==> config.mk <==
export PLATFORM = sky130hd
export DESIGN_NAME = ppc_push
export DESIGN_NICKNAME = d
export VERILOG_FILES = /design/src/rtl/ppc_pkg.sv /design/src/rtl/ppc_push.sv
export SDC_FILE = /design/constraint.sdc
export NUM_CORES = 2
export LEC_CHECK = 0
export ABC_AREA = 0
export BUFFER_PORTS_ARGS = -buffer_cell sky130_fd_sc_hd__buf_2
export CAP_MARGIN = 20
export CORE_UTILIZATION = 35
export DETAILED_ROUTE_END_ITERATION = 12
export GPL_TIMING_DRIVEN = 0
export PLACE_DENSITY = 0.54
export SETUP_SLACK_MARGIN = 0.15
export SKIP_LAST_GASP = 1
export SLEW_MARGIN = 15
export SYNTH_ARGS = -nofsm -noshare
export SYNTH_HDL_FRONTEND = slang
export SYNTH_SLANG_ARGS = --single-unit
==> constraint.sdc <==
create_clock -name clk -period 29 [get_ports clk]
set_input_delay 4.35 -clock clk [delete_from_list [all_inputs] [get_ports clk]]
set_output_delay 4.35 -clock clk [all_outputs]
set_load 0.005 [all_outputs]
==> src/rtl/ppc_pkg.sv <==
// Package for the particle plane collision unit: widths, codes, stage structs
// and the fixed-point rounding and saturation helpers.
// Depends on nothing; every rtl file imports it.
package ppc_pkg;

  localparam int unsigned FRAC_BITS_DEF = 16;
  localparam int unsigned DATA_W        = 32;
  localparam int unsigned DIR_W         = 18;
  localparam int unsigned CLR_W         = 24;
  localparam int unsigned MASS_W        = 31;
  localparam int unsigned CFG_IDX_W     = 3;
  localparam int unsigned CFG_DATA_W    = 24;
  localparam int unsigned R_W           = 2 * CLR_W;
  localparam int unsigned ROOT_W        = CLR_W;
  localparam int unsigned ROOT_STEPS    = 3;
  localparam int unsigned ROOT_STAGES   = ROOT_W / ROOT_STEPS;
  localparam int unsigned COS_W         = 44;

  typedef enum logic [CFG_IDX_W-1:0] {
    REG_LINE_DIR_X = 3'd0,
    REG_LINE_DIR_Y = 3'd1,
    REG_NORMAL_X   = 3'd2,
    REG_NORMAL_Y   = 3'd3,
    REG_CLEARANCE  = 3'd4
  } cfg_reg_t;

  typedef enum logic [1:0] {
    HIT_NONE   = 2'd0,
    HIT_PUSH   = 2'd1,
    HIT_BOUNCE = 2'd2
  } hit_t;

  // Front end result: contact decided, cosine prepared for the mirror.
  typedef struct packed {
    logic signed [DATA_W-1:0] px;
    logic signed [DATA_W-1:0] py;
    logic signed [DATA_W-1:0] vx;
    logic signed [DATA_W-1:0] vy;
    logic signed [DATA_W-1:0] fx;
    logic signed [DATA_W-1:0] fy;
    logic        [MASS_W-1:0] mass;
    logic        [R_W-1:0]    r;
    logic                     contact;
    logic                     bounce;
    logic signed [DIR_W:0]    sdx;
    logic signed [DIR_W:0]    sdy;
    logic        [COS_W-1:0]  cabs;
  } front_t;

  // Velocity and force final, root still to take.
  typedef struct packed {
    logic signed [DATA_W-1:0] px;
    logic signed [DATA_W-1:0] py;
    logic signed [DATA_W-1:0] vx;
    logic signed [DATA_W-1:0] vy;
    logic signed [DATA_W-1:0] fx;
    logic signed [DATA_W-1:0] fy;
    logic        [R_W-1:0]    r;
    logic                     contact;
    logic                     bounce;
  } bnc_t;

  typedef struct packed {
    logic signed [DATA_W-1:0] px;
    logic signed [DATA_W-1:0] py;
    logic signed [DATA_W-1:0] vx;
    logic signed [DATA_W-1:0] vy;
    logic signed [DATA_W-1:0] fx;
    logic signed [DATA_W-1:0] fy;
    logic                     contact;
    logic                     bounce;
    logic        [ROOT_W-1:0] root;
  } root_t;

  // Round to nearest, ties toward plus infinity, dropping f fraction bits.
  function automatic logic signed [63:0] rnd_q(input logic signed [63:0] v,
                                               input int unsigned f);
    return (v + (64'sd1 <<< (f - 1))) >>> f;
  endfunction

  function automatic logic signed [DATA_W-1:0] sat32(input logic signed [63:0] v);
    logic signed [DATA_W-1:0] res;
    if (v > 64'sd2147483647) begin
      res = 32'sh7fffffff;
    end else if (v < -64'sd2147483648) begin
      res = 32'sh80000000;
    end else begin
      res = v[DATA_W-1:0];
    end
    return res;
  endfunction

endpackage

==> src/rtl/ppc_push.sv <==
// Push-out stages: scale the normal by clearance minus root, move the position
// of a word in contact, set the hit code and drive the output register. Uses ppc_pkg.
module ppc_push #(
  parameter int unsigned FRAC_BITS = ppc_pkg::FRAC_BITS_DEF
) (
  input  logic                               clk,
  input  logic                               rst_n,
  input  logic                               en,
  input  logic                               v_i,
  input  ppc_pkg::root_t                     d_i,
  input  logic signed [ppc_pkg::DIR_W-1:0]   nrm_x,
  input  logic signed [ppc_pkg::DIR_W-1:0]   nrm_y,
  input  logic        [ppc_pkg::CLR_W-1:0]   clearance,
  output logic                               v_o,
  output logic signed [ppc_pkg::DATA_W-1:0]  pos_x,
  output logic signed [ppc_pkg::DATA_W-1:0]  pos_y,
  output logic signed [ppc_pkg::DATA_W-1:0]  vel_x,
  output logic signed [ppc_pkg::DATA_W-1:0]  vel_y,
  output logic signed [ppc_pkg::DATA_W-1:0]  force_x,
  output logic signed [ppc_pkg::DATA_W-1:0]  force_y,
  output ppc_pkg::hit_t                      hit
);
  import ppc_pkg::*;

  localparam int unsigned PU_W = CLR_W + 1;
  localparam int unsigned PR_W = PU_W + DIR_W;

  logic                     va_r, vb_r;
  root_t                    da_r;
  logic signed [PU_W-1:0]   push;
  logic signed [PR_W-1:0]   prx_r, pry_r;
  logic signed [DATA_W-1:0] px_r, py_r, vx_r, vy_r, fx_r, fy_r;
  hit_t                     hit_r, hit_nxt;

  assign push = $signed({1'b0, clearance}) - $signed({1'b0, d_i.root});

  always_comb begin
    if (da_r.bounce) begin
      hit_nxt = HIT_BOUNCE;
    end else if (da_r.contact) begin
      hit_nxt = HIT_PUSH;
    end else begin
      hit_nxt = HIT_NONE;
    end
  end

  always_ff @(posedge clk) begin
    if (!rst_n) begin
      va_r <= 1'b0;
      vb_r <= 1'b0;
    end else if (en) begin
      va_r <= v_i;
      vb_r <= va_r;
    end
  end

  always_ff @(posedge clk) begin
    if (en) begin
      da_r  <= d_i;
      prx_r <= nrm_x * push;
      pry_r <= nrm_y * push;
      px_r  <= da_r.contact ? sat32(64'(da_r.px) + rnd_q(64'(prx_r), FRAC_BITS)) : da_r.px;
      py_r  <= da_r.contact ? sat32(64'(da_r.py) + rnd_q(64'(pry_r), FRAC_BITS)) : da_r.py;
      vx_r  <= da_r.vx;
      vy_r  <= da_r.vy;
      fx_r  <= da_r.fx;
      fy_r  <= da_r.fy;
      hit_r <= hit_nxt;
    end
  end

  assign v_o     = vb_r;
  assign pos_x   = px_r;
  assign pos_y   = py_r;
  assign vel_x   = vx_r;
  assign vel_y   = vy_r;
  assign force_x = fx_r;
  assign force_y = fy_r;
  assign hit     = hit_r;

endmodule

==> reports/metrics.yaml <==
cap_violations: 0
cts_buffer_depth: 3
vias_per_cell: 4.87
critical_path_required_ns: 29.33
finalMaxSlewViolations: 0
ys_warn_count: 0
grt_pass1_vias: 37782
finalWorstSetupSlack_ns: 15.21
multi_input_area_sq_um: 32700
rows: 139
drtPass1Iterations: 5
critical_path.max_stage_delay_ns: 0.79
worstSetupStartpointType: "input port"
cts_hold_buf: 0
hp-class: "flip-flop to flip-flop"
ys_top_cells_by_area: "fa_1, edfxtp_1, inv_1, ha_1, and2_1"
ioPinCount: 477
netlist.area_leader.share: 0.350
seq_area_sq_um: 13400
die-area_sq_um: 146000
final_cells: 7277
path_max_fanout: 10
status: "finished, final reports clean"
relSlewSlack: 0.174
wirelength_mm: 153
overflow: 0
core_area_sq_um: 143000
cpMostUsedCell: "fa_1"
post_cts_resized: 0
cts-root-buf: "clkbuf_16"
synth_common_cells: "inv_1, fa_1, nand2_1, edfxtp_1, and2_1"
tritoncts: "done"
dp_hpwl_mm: 127
synth-main-ff-cell: "edfxtp_1"
ant_nets: 0
cts_sinks: 446
nNetsFinal: 6788
wl_met3_mm: 9.46
fin_util: 0.400
critPathKind: "input port to flip-flop"
cts_setup_buffers: 0
port_buffers: 470
synth_seq_cells: 446
grt_pass1_wl_mm: 232
clk_pin_slew_ns: 0.06
syn_inst: 4790
die_w_um: 382
syn_area_per_cell_sq_um: 10.6
critPathTopFamily: "adder cells"
syn_nets: 6249
syn-cell-area_sq_um: 50600
min_period_ns: 13.79
drc_errors: 0
hold_viol: 0
rsz0062_at_grt: "no"
tightest_slew_ns: 1.24
clkLatencyLatePin_ns: 0.59
start_util: 0.352
seq_area_frac_synth: 0.264
highest_layer: "met5"
wl_met2_mm: 71.7
crit_arrival_ns: 14.12
h-tree-depth: 2
cts_made_buffers: 46
synthToLayoutAreaGrowth_pct: 13.4
layout-drive-gt1-share: 0.118
fillers: 14150
period_share: 0.476
antenna_found_initial: 20
wl_met1_mm: 66.2
place_ws_ns: 14.64
place_congestion: 0.942
synthArstFlopShare: 0
grt_max_degree: 111
setup_tns_ns: 0
drt-initial-drc-count: 2098
grt.total_usage: 0.210
slowest_stage: "clkbuf_1"
synth_cell_types: 87
setup_viol_count_final: 0
clock.fmax_mhz: 72.5
synth_largest_area_cell: "fa_1"
finClkSkew_ns: 0.0167
cp-end-kind: "flip-flop"
num_vias: 35450
fp.dieH_um: 382
path_buf_inv: 7
wl_per_cell_um: 21.0
synth_most_common_cell: "inv_1"
dp_cells: 7183
synth_edf_count: 444
==> per-layer routing <==
metal	vias up	global-route usage
met4	6	0.0698
met1	17923	0.281
met3	265	0.0296
li1	15949	-
met5	-	0
met2	1307	0.349
==> final timing paths <==
path	endpoint	startpoint	slack, ns	cells past startpoint
setup / recovery	pry_r[42]	d_i[0]	15.21	36
hold / removal	force_x[15]	da_r[73]	0.41	0
setup reg to reg	pos_y[28]	pry_r[17]	23.62	21
hold reg to reg	force_x[15]	da_r[73]	0.41	0
==> flip-flops by register name, summed over array words and instances, names as in the netlist <==
signal	count
hit	2
prx_r	28
vel_y	32
pry_r	28
pos_y	32
force_y	32
v_o	1
va_r	1
vel_x	32
da_r	194
pos_x	32
force_x	32
==> cell families after synthesis <==
family | after synthesis | synth area share
simple gates | 1324 | 0.128
buf+inv | 1206 | 0.0906
fa+ha+maj | 1177 | 0.422
compound gates | 447 | 0.0617
flops | 446 | 0.264
xor+xnor | 181 | 0.0314
mux | 9 | 0.00193
==> worst register-to-register path, cell delays in order, from the launching register on <==
cell	delay, ns
edfxtp_1	0.40
and3_1	0.19
and2_1	0.18
nand2_1	0.10
nor2_1	0.28
inv_1	0.10
nor3_1	0.56
nand4_1	0.20
xnor2_1	0.31
ha_1	0.29
clkbuf_1	0.18
a21o_1	0.20
a21o_1	0.17
a21oi_1	0.14
o21ai_0	0.12
a31oi_1	0.27
and3_1	0.22
nand2_1	0.07
mux2i_1	0.22
clkbuf_1	0.56
nor2_1	0.12
o22a_1	0.23
==> placed cells by master (no fill, tap or decap), types with 19 or more instances in the layout <==
cell type  count
clkbuf_16     46
nand2b_1      42
nand2_1      552
xnor2_1      117
nor2b_1       66
a21oi_1      116
ha_1         294
o21bai_1      19
and2_1       341
xor2_1        50
edfxtp_1     444
and3_1        25
nand4_1       20
nand3_1       46
o22a_1        29
inv_1       1023
clkbuf_1     157
nor3_1        21
buf_2        481
o21ai_0       61
nor2_1       174
a21o_1        69
fa_1         883
o2bb2ai_1     29
==> layout make-up <==
class                           count  share of cell area
Antenna cell                       11            0.000480
Buffer                            180              0.0128
Clock buffer                       48              0.0202
Clock inverter                     34             0.00735
Inverter                         1026              0.0672
Multi-Input combinational cell   3138               0.571
Sequential cell                   446               0.233
Tap cell                         1903              0.0415
Timing Repair Buffer              491              0.0464
==> metrics by stage <==
step / hold WS, ns / area, sq um
floorplan: 0.400 / 50600
global placement: 0.400 / 55300
detailed placement: 0.405 / 55700
CTS: 0.401 / 57300
global route: 0.411 / 57300
finish: 0.405 / 57300
Power is not shown: default switching activity piles up to over one toggle a cycle in this logic, so the estimate is an artifact.
