### src/rtl/ppc_pkg.sv
// Package for the particle plane collision unit: widths, codes, stage structs
// and the fixed-point rounding and saturation helpers.
// Depends on nothing; every rtl file imports it.
package ppc_pkg;

  localparam int unsigned FRAC_BITS_DEF = 16;
  localparam int unsigned DATA_W        = 32;
  localparam int unsigned DIR_W         = 18;
  localparam int unsigned CLR_W         = 24;
  localparam int unsigned MASS_W        = 31;
  localparam int unsigned CFG_IDX_W     = 3;
  localparam int unsigned CFG_DATA_W    = 24;
  localparam int unsigned R_W           = 2 * CLR_W;
  localparam int unsigned ROOT_W        = CLR_W;
  localparam int unsigned ROOT_STEPS    = 3;
  localparam int unsigned ROOT_STAGES   = ROOT_W / ROOT_STEPS;
  localparam int unsigned COS_W         = 44;

  typedef enum logic [CFG_IDX_W-1:0] {
    REG_LINE_DIR_X = 3'd0,
    REG_LINE_DIR_Y = 3'd1,
    REG_NORMAL_X   = 3'd2,
    REG_NORMAL_Y   = 3'd3,
    REG_CLEARANCE  = 3'd4
  } cfg_reg_t;

  typedef enum logic [1:0] {
    HIT_NONE   = 2'd0,
    HIT_PUSH   = 2'd1,
    HIT_BOUNCE = 2'd2
  } hit_t;

  // Front end result: contact decided, cosine prepared for the mirror.
  typedef struct packed {
    logic signed [DATA_W-1:0] px;
    logic signed [DATA_W-1:0] py;
    logic signed [DATA_W-1:0] vx;
    logic signed [DATA_W-1:0] vy;
    logic signed [DATA_W-1:0] fx;
    logic signed [DATA_W-1:0] fy;
    logic        [MASS_W-1:0] mass;
    logic        [R_W-1:0]    r;
    logic                     contact;
    logic                     bounce;
    logic signed [DIR_W:0]    sdx;
    logic signed [DIR_W:0]    sdy;
    logic        [COS_W-1:0]  cabs;
  } front_t;

  // Velocity and force final, root still to take.
  typedef struct packed {
    logic signed [DATA_W-1:0] px;
    logic signed [DATA_W-1:0] py;
    logic signed [DATA_W-1:0] vx;
    logic signed [DATA_W-1:0] vy;
    logic signed [DATA_W-1:0] fx;
    logic signed [DATA_W-1:0] fy;
    logic        [R_W-1:0]    r;
    logic                     contact;
    logic                     bounce;
  } bnc_t;

  typedef struct packed {
    logic signed [DATA_W-1:0] px;
    logic signed [DATA_W-1:0] py;
    logic signed [DATA_W-1:0] vx;
    logic signed [DATA_W-1:0] vy;
    logic signed [DATA_W-1:0] fx;
    logic signed [DATA_W-1:0] fy;
    logic                     contact;
    logic                     bounce;
    logic        [ROOT_W-1:0] root;
  } root_t;

  // Round to nearest, ties toward plus infinity, dropping f fraction bits.
  function automatic logic signed [63:0] rnd_q(input logic signed [63:0] v,
                                               input int unsigned f);
    return (v + (64'sd1 <<< (f - 1))) >>> f;
  endfunction

  function automatic logic signed [DATA_W-1:0] sat32(input logic signed [63:0] v);
    logic signed [DATA_W-1:0] res;
    if (v > 64'sd2147483647) begin
      res = 32'sh7fffffff;
    end else if (v < -64'sd2147483648) begin
      res = 32'sh80000000;
    end else begin
      res = v[DATA_W-1:0];
    end
    return res;
  endfunction

endpackage

### src/rtl/ppc_isqrt.sv
// Pipelined integer square root of the squared offset length, three result
// bits per stage, with the word riding alongside. Uses ppc_pkg.
module ppc_isqrt (
  input  logic          clk,
  input  logic          rst_n,
  input  logic          en,
  input  logic          v_i,
  input  ppc_pkg::bnc_t d_i,
  output logic          v_o,
  output ppc_pkg::root_t d_o
);
  import ppc_pkg::*;

  logic             v_r   [ROOT_STAGES];
  logic [R_W-1:0]   rem_r [ROOT_STAGES];
  logic [R_W-1:0]   res_r [ROOT_STAGES];
  bnc_t             pay_r [ROOT_STAGES];

  for (genvar s = 0; s < ROOT_STAGES; s++) begin : g_stage
    logic           v_in;
    logic [R_W-1:0] rem_in, res_in, rem_nxt, res_nxt;
    bnc_t           pay_in;

    if (s == 0) begin : g_first
      assign v_in   = v_i;
      assign rem_in = d_i.r;
      assign res_in = '0;
      assign pay_in = d_i;
    end else begin : g_next
      assign v_in   = v_r[s-1];
      assign rem_in = rem_r[s-1];
      assign res_in = res_r[s-1];
      assign pay_in = pay_r[s-1];
    end

    always_comb begin
      logic [R_W-1:0] bit_v;
      rem_nxt = rem_in;
      res_nxt = res_in;
      for (int j = 0; j < ROOT_STEPS; j++) begin
        bit_v = R_W'(1) << (2 * (ROOT_W - 1 - (s * ROOT_STEPS + j)));
        if (rem_nxt >= res_nxt + bit_v) begin
          rem_nxt = rem_nxt - (res_nxt + bit_v);
          res_nxt = (res_nxt >> 1) + bit_v;
        end else begin
          res_nxt = res_nxt >> 1;
        end
      end
    end

    always_ff @(posedge clk) begin
      if (!rst_n) begin
        v_r[s] <= 1'b0;
      end else if (en) begin
        v_r[s] <= v_in;
      end
    end

    always_ff @(posedge clk) begin
      if (en) begin
        rem_r[s] <= rem_nxt;
        res_r[s] <= res_nxt;
        pay_r[s] <= pay_in;
      end
    end
  end

  assign v_o        = v_r[ROOT_STAGES-1];
  assign d_o.px     = pay_r[ROOT_STAGES-1].px;
  assign d_o.py     = pay_r[ROOT_STAGES-1].py;
  assign d_o.vx     = pay_r[ROOT_STAGES-1].vx;
  assign d_o.vy     = pay_r[ROOT_STAGES-1].vy;
  assign d_o.fx     = pay_r[ROOT_STAGES-1].fx;
  assign d_o.fy     = pay_r[ROOT_STAGES-1].fy;
  assign d_o.contact = pay_r[ROOT_STAGES-1].contact;
  assign d_o.bounce = pay_r[ROOT_STAGES-1].bounce;
  assign d_o.root   = res_r[ROOT_STAGES-1][ROOT_W-1:0];

endmodule

### config.mk
export PLATFORM = sky130hd
export DESIGN_NAME = ppc_isqrt
export DESIGN_NICKNAME = d
export VERILOG_FILES = /design/src/rtl/ppc_pkg.sv /design/src/rtl/ppc_isqrt.sv
export SDC_FILE = /design/constraint.sdc
export NUM_CORES = 2
export LEC_CHECK = 0
export BUFFER_PORTS_ARGS = -buffer_cell sky130_fd_sc_hd__clkbuf_2
export CAP_MARGIN = 20
export CORE_ASPECT_RATIO = 0.6
export CORE_UTILIZATION = 55
export DETAILED_ROUTE_END_ITERATION = 16
export PLACE_DENSITY = 0.7
export SLEW_MARGIN = 5
export SYNTH_ARGS = -nofsm -noshare
export SYNTH_HDL_FRONTEND = slang
export SYNTH_SLANG_ARGS = --single-unit
export TNS_END_PERCENT = 1
### constraint.sdc
create_clock -name clk -period 23.8 [get_ports clk]
set_input_delay 1.19 -clock clk [delete_from_list [all_inputs] [get_ports clk]]
set_output_delay 1.19 -clock clk [all_outputs]
set_load 0.01 [all_outputs]
==> metrics.csv <==
stage;metric;value;unit
cts;htree_levels;4;
global_route;grt_pass1_vias;46786;
cts;tritoncts;done;
synth;ys_types;121;
synth;synthFlopType;edfxtp_1;
sta;min_period;11.77;ns
cells_and_area;drive_gt1_share;13.4;%
floorplanning;io_pins;465;
synth;synthesis.area;86400;um2
routing;wl;202000;um
cts;cts_root_buffer;clkbuf_16;
synth;syn_area_per_cell;14.4;um2
outcome;outcome;complete, no violations;
sta;slew_headroom;16.7;%
sta;min_period_over_period;49.5;%
routing;vias;51513;
critical_path;critPathArrivalTime;12.26;ns
sta;setup_viol_count_final;0;
sta;hold_viol;0;
synth;seq_area_frac_synth;69.7;%
global_route;antenna_found_initial;12;
placement;io_buffers;464;
routing;detail_route.wl_per_cell;23.0;um
sta;setup_tns;0;ns
global_route;grt_pass1_wl;296000;um
floorplanning;die_x;514;um
power_and_ir_drop;power_density;120;nW/um2
critical_path;crit_path_top_delay_cell;o221ai_1;
synth;ys_ff_latch;2004;
routing;dr.pass1.iters;6;
synth;syn_nets;6592;
routing;drtIter0Drc;5902;
floorplanning;die_y;309;um
cts;cts_setup_buffers;0;
cts;hold_buffers;0;
global_route;grt_usage;25.0;%
sta;skew;0.114;ns
floorplanning;design.die.area;159000;um2
critical_path;path_delay_family;compound AO/OA/AOI/OAI gates;
cts;cts-resized-gates;0;
routing;drc_errors;0;
run;drv_cap;0;
critical_path;slowest_delay;0.94;ns
synth;async_flop_share;0;%
global_route;grt_max_degree;204;
critical_path;crit_path_start_kind;flop;
floorplanning;core_area;156000;um2
critical_path;crit_type;reg2reg;
critical_path;cp_data_required_time;24.29;ns
critical_path;critPathBufInv;6;
placement;dp_hpwl;150000;um
global_route;grt.overflow.total;0;
placement;finalWeightedCongestion;0.981;
routing;ant_nets;0;
routing;viasPerCell;5.84;
cells_and_area;utilization;62.2;%
cells_and_area;nets;7157;
synth;synth_warnings;0;
power_and_ir_drop;p_total;11600;uW
cts;clk_pin_slew_worst_paths;0.07;ns
cells_and_area;seq_area;60200;um2
sta;maxSlewViolCount;0;
cts;clock_path_buffers;4;
min_path;hp-class;reg2reg;
cts;cts_buffers;180;
synth;syn_inst;6010;
floorplanning;num_rows;112;
sta;fmax;85.0;MHz
cts;numClockSinks;2004;
critical_path;cpMostUsedCell;o21ai_0;
cts;clk_latency;0.86;ns
power_and_ir_drop;ir_drop;0.0753;mV
cells_and_area;multi_input_area;24700;um2
synth;synth-edff-count;2003;
cells_and_area;layout-area-overhead-vs-synth;12.2;%
cells_and_area;n_fill_cell;11720;
sta;grt_setup_unrepaired;no;
critical_path;endpoint_kind;flop;
floorplanning;start_util;55.5;%
critical_path;cp_max_fo;26;
power_and_ir_drop;p_leak;0.0361;uW
sta;worstMarginPinSlew;1.24;ns
==> layout make-up <==
class                   count  area share [%]
diodes                      2         0.00517
clock inverters            99           0.966
inverters                 245           0.957
clock buffers             213            4.86
flip-flops and latches   2004            62.1
multi-input cells        3628            25.5
well taps                2109            2.72
repair buffers            516            2.87
==> placed cells by master, fill, tap and decap left out, types with 41 or more instances in the layout <==
cell,instances
or3_1,45
nand2_1,373
nor2b_1,50
clkbuf_16,184
o21ai_0,237
edfxtp_1,2003
xnor2_1,248
ha_1,336
a211oi_1,41
nor4_1,87
buf_4,42
inv_1,237
nand4_1,94
and3_1,49
nor3_1,124
nor2_1,380
xor2_1,185
a21o_1,148
nand2b_1,58
nand3_1,108
clkbuf_2,463
a21oi_1,380
==> logic make-up (layout without fill, tap and decap cells) <==
group | count (synthesis) | count (layout) | share of synthesized area [%]
multiplexers | 55 | 55 | 0.700
AND/OR/NAND/NOR | 1604 | 1604 | 9.65
AO/OA/AOI/OAI | 1198 | 1198 | 8.94
flip-flops | 2004 | 2004 | 69.7
buffers and inverters | 378 | 1073 | 1.76
adder cells (fa/ha/maj) | 336 | 336 | 4.87
other | 0 | 2 | 0
XOR/XNOR | 435 | 435 | 4.43
==> flip-flops by register name, indices dropped and copies added (netlist names) <==
name,cells
res_r,108
pay_r,1630
v_r,8
rem_r,258
==> Yosys cell counts (all sizes together), types with 9 or more instances <==
master   number  area [um2]
edfxtp     2003       60100
nor2        383        1450
a21oi       382        1920
nand2       373        1400
ha          336        4200
o21ai       256        1290
xnor2       250        2200
inv         244         918
xor2        185        1620
a21o        148        1110
nor3        129         671
nand3       109         551
nand4        95         601
nor4         95         638
clkbuf       85         319
nand2b       59         372
and3         50         318
nor2b        50         313
buf          48         272
or3          46         293
a211oi       43         335
o31ai        40         314
o21bai       39         293
and2         38         238
mux2         37         424
a31oi        35         219
o211ai       35         287
o21a         35         263
or4          30         238
or2          25         156
and4         22         193
nand3b       21         158
nor3b        21         174
mux2i        18         180
nor4b        17         180
a21boi       13        97.6
a211o        12         105
a31o         12         105
nand4b       12         105
a221oi       11        96.3
o31a         11        96.3
a2111oi       9         100
a41oi         9        97.6
==> worst paths after layout <==
path / slack, ns / depth (start not counted) / end / start
worst min-delay path: 0.38 / 0 / pay_r[0][921] / pay_r[0][679]
worst max-delay path: 12.03 / 40 / res_r[1][144] / res_r[1][112]
worst max register to register: 12.03 / 40 / res_r[1][144] / res_r[1][112]
worst min register to register: 0.38 / 0 / pay_r[0][921] / pay_r[0][679]
==> stage by stage <==
step | area [um2] | std cells | hold WS, ns | worst slack (ns)
after floorplan | 86400 | 6010 | 0.400 | 15.29
after global placement | 91200 | 8496 | 0.400 | 12.34
after detailed placement | 91200 | 8498 | 0.405 | 12.30
after CTS | 96900 | 8810 | 0.373 | 12.25
after global routing | 96900 | 8814 | 0.383 | 11.32
final | 96900 | 8816 | 0.383 | 12.03
==> worst register-to-register path, delay by kind of cell, from the launching register on <==
family          cells  cell delay [ns]
compound gates     14             4.37
simple gates       16             3.60
buf+inv             6             1.69
fa+ha+maj           3             1.10
flops               1             0.43
mux                 1             0.29
==> metal layers <==
| layer | GRT usage [%] | vias to the layer above | share of wire [%] |
|---|---|---|---|
| met5 | 0 | - | 0.032 |
| met4 | 4.43 | 10 | 1.5 |
| met3 | 7.82 | 238 | 11 |
| met2 | 31.7 | 2041 | 38 |
| met1 | 41.4 | 25091 | 50 |
| li1 | - | 24133 | - |
==> power breakdown <==
part	internal [uW]	switching, uW
Sequential	4360	210
Combinational	1510	2710
Clock	1570	1240
Note: power is estimated with default switching activity, not from simulation.
